### src/rtl/h2r_pkg.sv
// h2r_pkg: shared types and constants for the hsv to rgb converter
// word structs for both channels, hue sector codes, reciprocal constants
// no dependencies
`timescale 1ns / 1ps

package h2r_pkg;

   typedef struct packed {
      logic signed [15:0] hue;
      logic [7:0]         sat;
      logic [7:0]         val;
   } req_word_type;

   typedef struct packed {
      logic [7:0] red;
      logic [7:0] green;
      logic [7:0] blue;
   } rsp_word_type;

   typedef enum logic [2:0] {
      SEC_RED,
      SEC_YELLOW,
      SEC_GREEN,
      SEC_CYAN,
      SEC_BLUE,
      SEC_MAGENTA
   } sector_type;

   localparam int NUM_STAGES = 8;

   // hue offset, a multiple of 360 that makes every signed hue positive
   localparam logic [16:0] HUE_OFFSET = 17'd33120;
   localparam logic [16:0] HUE_PERIOD = 17'd360;
   localparam logic [9:0]  HUE_PERIOD_W = 10'd360;

   // floor(x / 360) or one less, for x below 2^17
   localparam logic [16:0] RECIP_360       = 17'd93206;
   localparam int          RECIP_360_SHIFT = 25;

   // exact floor(x / 60) for x up to 60 * 255
   localparam logic [14:0] RECIP_60        = 15'd17477;
   localparam int          RECIP_60_SHIFT  = 20;

   // exact floor(x / 255) for x up to 255 * 255
   localparam logic [17:0] RECIP_255       = 18'd131587;
   localparam int          RECIP_255_SHIFT = 25;

   localparam logic [8:0] SEC_BOUND_1 = 9'd60;
   localparam logic [8:0] SEC_BOUND_2 = 9'd120;
   localparam logic [8:0] SEC_BOUND_3 = 9'd180;
   localparam logic [8:0] SEC_BOUND_4 = 9'd240;
   localparam logic [8:0] SEC_BOUND_5 = 9'd300;

   localparam logic [5:0] SECTOR_SPAN = 6'd60;
   localparam logic [7:0] CHAN_MAX    = 8'd255;

endpackage

### src/rtl/hsv_to_rgb_converter.sv
// hsv_to_rgb_converter: integer hsv to 8-bit rgb conversion, eight stage pipeline
// depends on h2r_pkg for word types, sector codes and reciprocal constants
`timescale 1ns / 1ps

// Converts one HSV word (signed hue in degrees, 8-bit saturation and value) into
// one RGB word per input word. The hue is wrapped into 0..359, split into a
// sector and a fraction, and the p, q and t terms are formed with truncating
// divisions by 60 and 255, each done as a multiply by a reciprocal. The pipeline
// has eight register stages, and a new word can be taken every cycle unless a
// stall on rsp_ready holds it back. Each stage has its own valid bit and moves
// whenever the stage after it has room, so a stall on rsp_ready only holds back
// the stages that are full and fills any bubbles.

module hsv_to_rgb_converter (
   input  logic                  clock,
   input  logic                  reset,
   input  logic                  req_valid,
   output logic                  req_ready,
   input  h2r_pkg::req_word_type req,
   output logic                  rsp_valid,
   input  logic                  rsp_ready,
   output h2r_pkg::rsp_word_type rsp
);

   localparam int Q360_LSB = h2r_pkg::RECIP_360_SHIFT;
   localparam int D60_LSB  = h2r_pkg::RECIP_60_SHIFT;
   localparam int D255_LSB = h2r_pkg::RECIP_255_SHIFT;

   logic [h2r_pkg::NUM_STAGES-1:0] vld_ff;
   logic [h2r_pkg::NUM_STAGES-1:0] stg_rdy;

   // stage 1: offset hue, reciprocal multiply by 1/360
   logic [16:0] x_in, x_ff;
   logic [33:0] q360_prod;
   logic [7:0]  q360_ff;
   logic [7:0]  sat1_ff, val1_ff;

   // stage 2: remainder and correction
   logic [16:0] rem_full;
   logic [9:0]  rem_raw;
   logic [8:0]  hu_in, hu_ff;
   logic [7:0]  sat2_ff, val2_ff;

   // stage 3: sector and fraction
   h2r_pkg::sector_type sec_in, sec3_ff;
   logic [8:0]  sec_base;
   logic [8:0]  frac_full;
   logic [5:0]  f_ff;
   logic [7:0]  sat3_ff, val3_ff;

   // stage 4: fraction and its complement times saturation, 255 minus saturation
   logic [13:0] fs_ff, gs_ff;
   logic [7:0]  pa_ff;
   h2r_pkg::sector_type sec4_ff;
   logic [7:0]  val4_ff;

   // stage 5: divide by 60
   logic [28:0] fs_prod, gs_prod;
   logic [7:0]  qa_ff, ta_ff, pa5_ff;
   h2r_pkg::sector_type sec5_ff;
   logic [7:0]  val5_ff;

   // stage 6: scale by value
   logic [15:0] pm_ff, qm_ff, tm_ff;
   h2r_pkg::sector_type sec6_ff;
   logic [7:0]  val6_ff;

   // stage 7: divide by 255
   logic [33:0] p_prod, q_prod, t_prod;
   logic [7:0]  p_ff, q_ff, t_ff;
   h2r_pkg::sector_type sec7_ff;
   logic [7:0]  val7_ff;

   // stage 8: channel routing
   h2r_pkg::rsp_word_type rsp_in, rsp_ff;

   always_comb begin
      stg_rdy[h2r_pkg::NUM_STAGES-1] = ~vld_ff[h2r_pkg::NUM_STAGES-1] | rsp_ready;
      for (int i = h2r_pkg::NUM_STAGES - 2; i >= 0; i--) begin
         stg_rdy[i] = ~vld_ff[i] | stg_rdy[i+1];
      end
   end

   assign req_ready = stg_rdy[0];
   assign rsp_valid = vld_ff[h2r_pkg::NUM_STAGES-1];
   assign rsp       = rsp_ff;

   always_ff @(posedge clock) begin
      if (reset) begin
         vld_ff <= '0;
      end else begin
         if (stg_rdy[0]) begin
            vld_ff[0] <= req_valid;
         end
         for (int i = 1; i < h2r_pkg::NUM_STAGES; i++) begin
            if (stg_rdy[i]) begin
               vld_ff[i] <= vld_ff[i-1];
            end
         end
      end
   end

   // stage 1
   assign x_in      = {req.hue[15], req.hue} + h2r_pkg::HUE_OFFSET;
   assign q360_prod = {17'b0, x_in} * {17'b0, h2r_pkg::RECIP_360};

   always_ff @(posedge clock) begin
      if (stg_rdy[0]) begin
         x_ff    <= x_in;
         q360_ff <= q360_prod[Q360_LSB+7:Q360_LSB];
         sat1_ff <= req.sat;
         val1_ff <= req.val;
      end
   end

   // stage 2
   assign rem_full = x_ff - ({9'b0, q360_ff} * h2r_pkg::HUE_PERIOD);
   assign rem_raw  = rem_full[9:0];

   always_comb begin
      if (rem_raw >= h2r_pkg::HUE_PERIOD_W) begin
         hu_in = 9'(rem_raw - h2r_pkg::HUE_PERIOD_W);
      end else begin
         hu_in = rem_raw[8:0];
      end
   end

   always_ff @(posedge clock) begin
      if (stg_rdy[1]) begin
         hu_ff   <= hu_in;
         sat2_ff <= sat1_ff;
         val2_ff <= val1_ff;
      end
   end

   // stage 3
   always_comb begin
      if (hu_ff >= h2r_pkg::SEC_BOUND_5) begin
         sec_in   = h2r_pkg::SEC_MAGENTA;
         sec_base = h2r_pkg::SEC_BOUND_5;
      end else if (hu_ff >= h2r_pkg::SEC_BOUND_4) begin
         sec_in   = h2r_pkg::SEC_BLUE;
         sec_base = h2r_pkg::SEC_BOUND_4;
      end else if (hu_ff >= h2r_pkg::SEC_BOUND_3) begin
         sec_in   = h2r_pkg::SEC_CYAN;
         sec_base = h2r_pkg::SEC_BOUND_3;
      end else if (hu_ff >= h2r_pkg::SEC_BOUND_2) begin
         sec_in   = h2r_pkg::SEC_GREEN;
         sec_base = h2r_pkg::SEC_BOUND_2;
      end else if (hu_ff >= h2r_pkg::SEC_BOUND_1) begin
         sec_in   = h2r_pkg::SEC_YELLOW;
         sec_base = h2r_pkg::SEC_BOUND_1;
      end else begin
         sec_in   = h2r_pkg::SEC_RED;
         sec_base = '0;
      end
      frac_full = hu_ff - sec_base;
   end

   always_ff @(posedge clock) begin
      if (stg_rdy[2]) begin
         sec3_ff <= sec_in;
         f_ff    <= frac_full[5:0];
         sat3_ff <= sat2_ff;
         val3_ff <= val2_ff;
      end
   end

   // stage 4
   always_ff @(posedge clock) begin
      if (stg_rdy[3]) begin
         fs_ff   <= {8'b0, f_ff} * {6'b0, sat3_ff};
         gs_ff   <= {8'b0, h2r_pkg::SECTOR_SPAN - f_ff} * {6'b0, sat3_ff};
         pa_ff   <= h2r_pkg::CHAN_MAX - sat3_ff;
         sec4_ff <= sec3_ff;
         val4_ff <= val3_ff;
      end
   end

   // stage 5
   assign fs_prod = {15'b0, fs_ff} * {14'b0, h2r_pkg::RECIP_60};
   assign gs_prod = {15'b0, gs_ff} * {14'b0, h2r_pkg::RECIP_60};

   always_ff @(posedge clock) begin
      if (stg_rdy[4]) begin
         qa_ff   <= h2r_pkg::CHAN_MAX - fs_prod[D60_LSB+7:D60_LSB];
         ta_ff   <= h2r_pkg::CHAN_MAX - gs_prod[D60_LSB+7:D60_LSB];
         pa5_ff  <= pa_ff;
         sec5_ff <= sec4_ff;
         val5_ff <= val4_ff;
      end
   end

   // stage 6
   always_ff @(posedge clock) begin
      if (stg_rdy[5]) begin
         pm_ff   <= {8'b0, val5_ff} * {8'b0, pa5_ff};
         qm_ff   <= {8'b0, val5_ff} * {8'b0, qa_ff};
         tm_ff   <= {8'b0, val5_ff} * {8'b0, ta_ff};
         sec6_ff <= sec5_ff;
         val6_ff <= val5_ff;
      end
   end

   // stage 7
   assign p_prod = {18'b0, pm_ff} * {16'b0, h2r_pkg::RECIP_255};
   assign q_prod = {18'b0, qm_ff} * {16'b0, h2r_pkg::RECIP_255};
   assign t_prod = {18'b0, tm_ff} * {16'b0, h2r_pkg::RECIP_255};

   always_ff @(posedge clock) begin
      if (stg_rdy[6]) begin
         p_ff    <= p_prod[D255_LSB+7:D255_LSB];
         q_ff    <= q_prod[D255_LSB+7:D255_LSB];
         t_ff    <= t_prod[D255_LSB+7:D255_LSB];
         sec7_ff <= sec6_ff;
         val7_ff <= val6_ff;
      end
   end

   // stage 8
   always_comb begin
      case (sec7_ff)
         h2r_pkg::SEC_RED: begin
            rsp_in = '{red: val7_ff, green: t_ff, blue: p_ff};
         end
         h2r_pkg::SEC_YELLOW: begin
            rsp_in = '{red: q_ff, green: val7_ff, blue: p_ff};
         end
         h2r_pkg::SEC_GREEN: begin
            rsp_in = '{red: p_ff, green: val7_ff, blue: t_ff};
         end
         h2r_pkg::SEC_CYAN: begin
            rsp_in = '{red: p_ff, green: q_ff, blue: val7_ff};
         end
         h2r_pkg::SEC_BLUE: begin
            rsp_in = '{red: t_ff, green: p_ff, blue: val7_ff};
         end
         default: begin
            rsp_in = '{red: val7_ff, green: p_ff, blue: q_ff};
         end
      endcase
   end

   always_ff @(posedge clock) begin
      if (stg_rdy[7]) begin
         rsp_ff <= rsp_in;
      end
   end

`ifndef SYNTHESIS
   hue_wrapped_a : assert property (@(posedge clock) disable iff (reset)
      vld_ff[1] |-> (hu_ff < 9'd360))
      else $error("wrapped hue out of range");

   frac_range_a : assert property (@(posedge clock) disable iff (reset)
      vld_ff[2] |-> (f_ff < h2r_pkg::SECTOR_SPAN))
      else $error("hue fraction out of range");

   p_smallest_a : assert property (@(posedge clock) disable iff (reset)
      vld_ff[6] |-> ((p_ff <= q_ff) && (p_ff <= t_ff) && (p_ff <= val7_ff)))
      else $error("p term exceeds q, t or value");

   held_stage_a : assert property (@(posedge clock) disable iff (reset)
      (vld_ff[3] && !stg_rdy[3]) |=> (vld_ff[3] && $stable(fs_ff) && $stable(gs_ff)))
      else $error("stalled stage lost its word");
`endif

endmodule

### config.mk
export PLATFORM = sky130hd
export DESIGN_NAME = hsv_to_rgb_converter
export DESIGN_NICKNAME = d
export VERILOG_FILES = /design/src/rtl/h2r_pkg.sv /design/src/rtl/hsv_to_rgb_converter.sv
export SDC_FILE = /design/constraint.sdc
export NUM_CORES = 2
export LEC_CHECK = 0
export ABC_AREA = 1
export BUFFER_PORTS_ARGS = -buffer_cell sky130_fd_sc_hd__buf_2
export CAP_MARGIN = 30
export CORE_UTILIZATION = 40
export DETAILED_ROUTE_END_ITERATION = 12
export PLACE_DENSITY_LB_ADDON = 0.15
export REMOVE_ABC_BUFFERS = 1
export SLEW_MARGIN = 20
export SYNTH_ARGS = -nofsm -noshare
export SYNTH_HDL_FRONTEND = slang
export SYNTH_SLANG_ARGS = --single-unit
export TNS_END_PERCENT = 100
### constraint.sdc
create_clock -name clock -period 12.05 [get_ports clock]
set_input_delay 1.205 -clock clock [delete_from_list [all_inputs] [get_ports clock]]
set_output_delay 1.205 -clock clock [all_outputs]
set_load 0.02 [all_outputs]
==> results.tsv <==
stage	metric	value	unit
sta	RSZ-0062 raised after global routing	false	
route	Detailed Routing Iterations Pass 1	7	
worst_hold_path	hold path cells	0	
clocking	clk slew on worst S/H paths	0.06	ns
sta	setup TNS	0	ns
global_routing	initial antenna violation count	0	
global_routing	pin count of the biggest net entering global routing	61	
place	DP HPWL	73.3	mm
route	DR vias/cell	4.83	
route	ANT nets after route	0	
synthesis	area share of xor/xnor cells in the synthesized design	0.0229	
clocking	maximum clock insertion buffer count	3	
floorplan	Core ar.	92200	um^2
global_routing	first-pass GRT wire length	143	mm
sta	Fin Clk Skew	0.0380	ns
route	Vias	27928	
clocking	hold_buf cts	0	
route	Post-Route WL	85.7	mm
sta	Tmin final	5.84	ns
route	# DRC	0	
worst_setup_path	r2r worst-path depth	21	
synthesis	Compound-Gate Fraction of Synth Area	0.0675	
clocking	worst-skew pair later-pin latency	0.57	ns
clocking	Post-CTS Setup Inserts	0	
worst_setup_path	endpoint type of the worst setup path	register	
outcome	status	finished clean	
synthesis	Synth Warn #	0	
synthesis	multiplexer share of the synthesized area	0	
place	IO Port Bufs	61	
finish	final net count	5582	
floorplan	die area	95000	um^2
worst_setup_path	crit path kind	in -> reg	
place	RePlAce Congestion	0.885	
floorplan	DIE WIDTH	308	um
route	drt wl/cell	14.8	um
worst_hold_path	Hold Crit Class	reg -> reg	
global_routing	vias in the first global route	28042	
finish	area growth from synthesis to layout	8.02	%
finish	most frequent cells in the layout	1,036 x inv_1, 939 x nand2_1, 737 x ha_1	
floorplan	Initial Util	0.407	
sta	setup violators final	0	
finish	commonest non-fill, non-tap cell in the layout	inv_1	
global_routing	total gr overflow	0	
synthesis	Synth async-reset ratio	0	
synthesis	Synth Instances	4458	
clocking	clock sinks	290	
sta	fmax	171	MHz
worst_setup_path	worst-path fanout max	6	
floorplan	Die Y	308	um
clocking	CTS buffer count	37	
synthesis	main combinational cell family by area after synthesis	adder cells	
sta	worst slew pin tran	0.932	ns
clocking	PostCTS Resize Cnt	0	
synthesis	Synth Flop Type	edfxtp_1	
synthesis	adder-cell share of the synthesized area	0.403	
worst_setup_path	crit start category	input pin	
sta	final count of hold timing violations	0	
route	initial detailed-routing violation count	1418	
worst_setup_path	Worst EP arrival	6.17	ns
floorplan	# rows	111	
synthesis	library cells used by synthesis	54	
synthesis	synthesized area per cell	8.41	um^2
finish	share of layout cells above drive strength 1	0.0385	
global_routing	total track usage	0.187	
clocking	Clock Tree Root	clkbuf_16	
clocking	H-tree depth	2	
synthesis	Post-synth EDFFs	282	
finish	ANT cells	0	
job	Max-Cap Viols	0	
clocking	CTS tree	done	
floorplan	Top Ports	62	
worst_setup_path	Critical Path RT	12.37	ns
sta	max_slew headroom	0.378	
synthesis	FF+latch count, synth	290	
synthesis	Simple-Gate Fraction of Synth Area	0.165	
sta	Tcrit/Tclk final	0.485	
synthesis	synthesized area	37500	um^2
synthesis	sequential area share after synthesis	0.230	
sta	Slew Viols, Final	0	
[logic make-up after synthesis]
kind of cell | Yosys count
compound gates | 439
simple gates | 1497
xor+xnor | 96
buf+inv | 1104
fa+ha+maj | 1032
flops | 290
[area by class of cell]
class,instances,area (um^2)
fillers,9367,51700
multi-input cells,3064,24700
flip-flops and latches,290,8630
inverters,1044,3920
well taps,1243,1560
clock buffers,42,966
repair buffers,77,438
clock inverters,23,300
[synth_stat cells, types with 7 or more instances]
| library cell | instances | share of area |
|---|---|---|
| o21bai_1 | 35 | 0.0070 |
| nor2_1 | 248 | 0.025 |
| nor3_1 | 43 | 0.0057 |
| nand2_1 | 939 | 0.094 |
| o21ai_0 | 106 | 0.014 |
| edfxtp_1 | 282 | 0.23 |
| nand4_1 | 46 | 0.0077 |
| xnor2_1 | 34 | 0.0079 |
| o22ai_1 | 12 | 0.0020 |
| a21oi_1 | 190 | 0.025 |
| o21a_1 | 7 | 0.0014 |
| xor2_1 | 61 | 0.014 |
| a21o_1 | 30 | 0.0060 |
| nor4_1 | 16 | 0.0027 |
| ha_1 | 737 | 0.25 |
| a22oi_1 | 19 | 0.0038 |
| fa_1 | 295 | 0.16 |
| inv_2 | 7 | 0.00070 |
| clkbuf_2 | 13 | 0.0017 |
| a31oi_1 | 10 | 0.0017 |
| nand2_2 | 9 | 0.0015 |
| inv_1 | 1037 | 0.10 |
| clkbuf_1 | 39 | 0.0039 |
| dfxtp_1 | 8 | 0.0043 |
| nand3_1 | 165 | 0.022 |
[worst max-delay path, stage by stage]
cell     delay [ns]
buf_2          0.11
inv_1          0.20
ha_1           0.28
inv_1          0.16
ha_1           0.30
inv_1          0.09
fa_1           0.43
fa_1           0.49
inv_1          0.05
fa_1           0.46
fa_1           0.50
inv_1          0.06
fa_1           0.49
inv_1          0.06
ha_1           0.34
nand2_1        0.11
inv_1          0.05
nand2_1        0.11
inv_1          0.09
nand4_1        0.13
nand3_1        0.10
a21oi_1        0.18
nand2_1        0.08
nand2_1        0.05
nand2_1        0.04
[per-stage QoR]
step / instances / utilization / instance area (um^2) / setup slack (ns) / hold WS, ns
final: 5783 / 0.439 / 40500 / 6.21 / 0.396
after global routing: 5783 / 0.439 / 40500 / 5.86 / 0.410
after CTS: 5783 / 0.439 / 40500 / 6.28 / 0.396
after detailed placement: 5718 / 0.426 / 39200 / 5.68 / 0.405
after global placement: 5717 / 0.425 / 39200 / 5.72 / 0.400
after floorplan: 4398 / - / 37200 / 6.27 / 0.400
[routing by layer]
layer	GRT usage	share of wire	up-vias
li1	-	-	14350
met1	0.261	0.49	13130
met2	0.309	0.46	355
met3	0.0177	0.032	93
met4	0.0467	0.021	0
met5	0	0	-
[registers in the layout (all words and copies together), names as in the netlist, 9 cells and up]
signal / cells
fs_ff: 14
gs_ff: 13
hu_ff: 9
pm_ff: 16
qm_ff: 16
rsp: 24
tm_ff: 16
x_ff: 10
[worst paths after layout]
path / slack [ns] / to / start
setup / recovery: 6.21 / q360_ff[3] / req[21]
hold / removal: 0.40 / pa5_ff[1] / pa_ff[1]
setup reg to reg: 7.26 / gs_ff[11] / f_ff[1]
hold reg to reg: 0.40 / pa5_ff[1] / pa_ff[1]
Power is left out: the tool's default activity adds up to more than one toggle a clock period on the data nets, which glitch-free logic cannot reach.
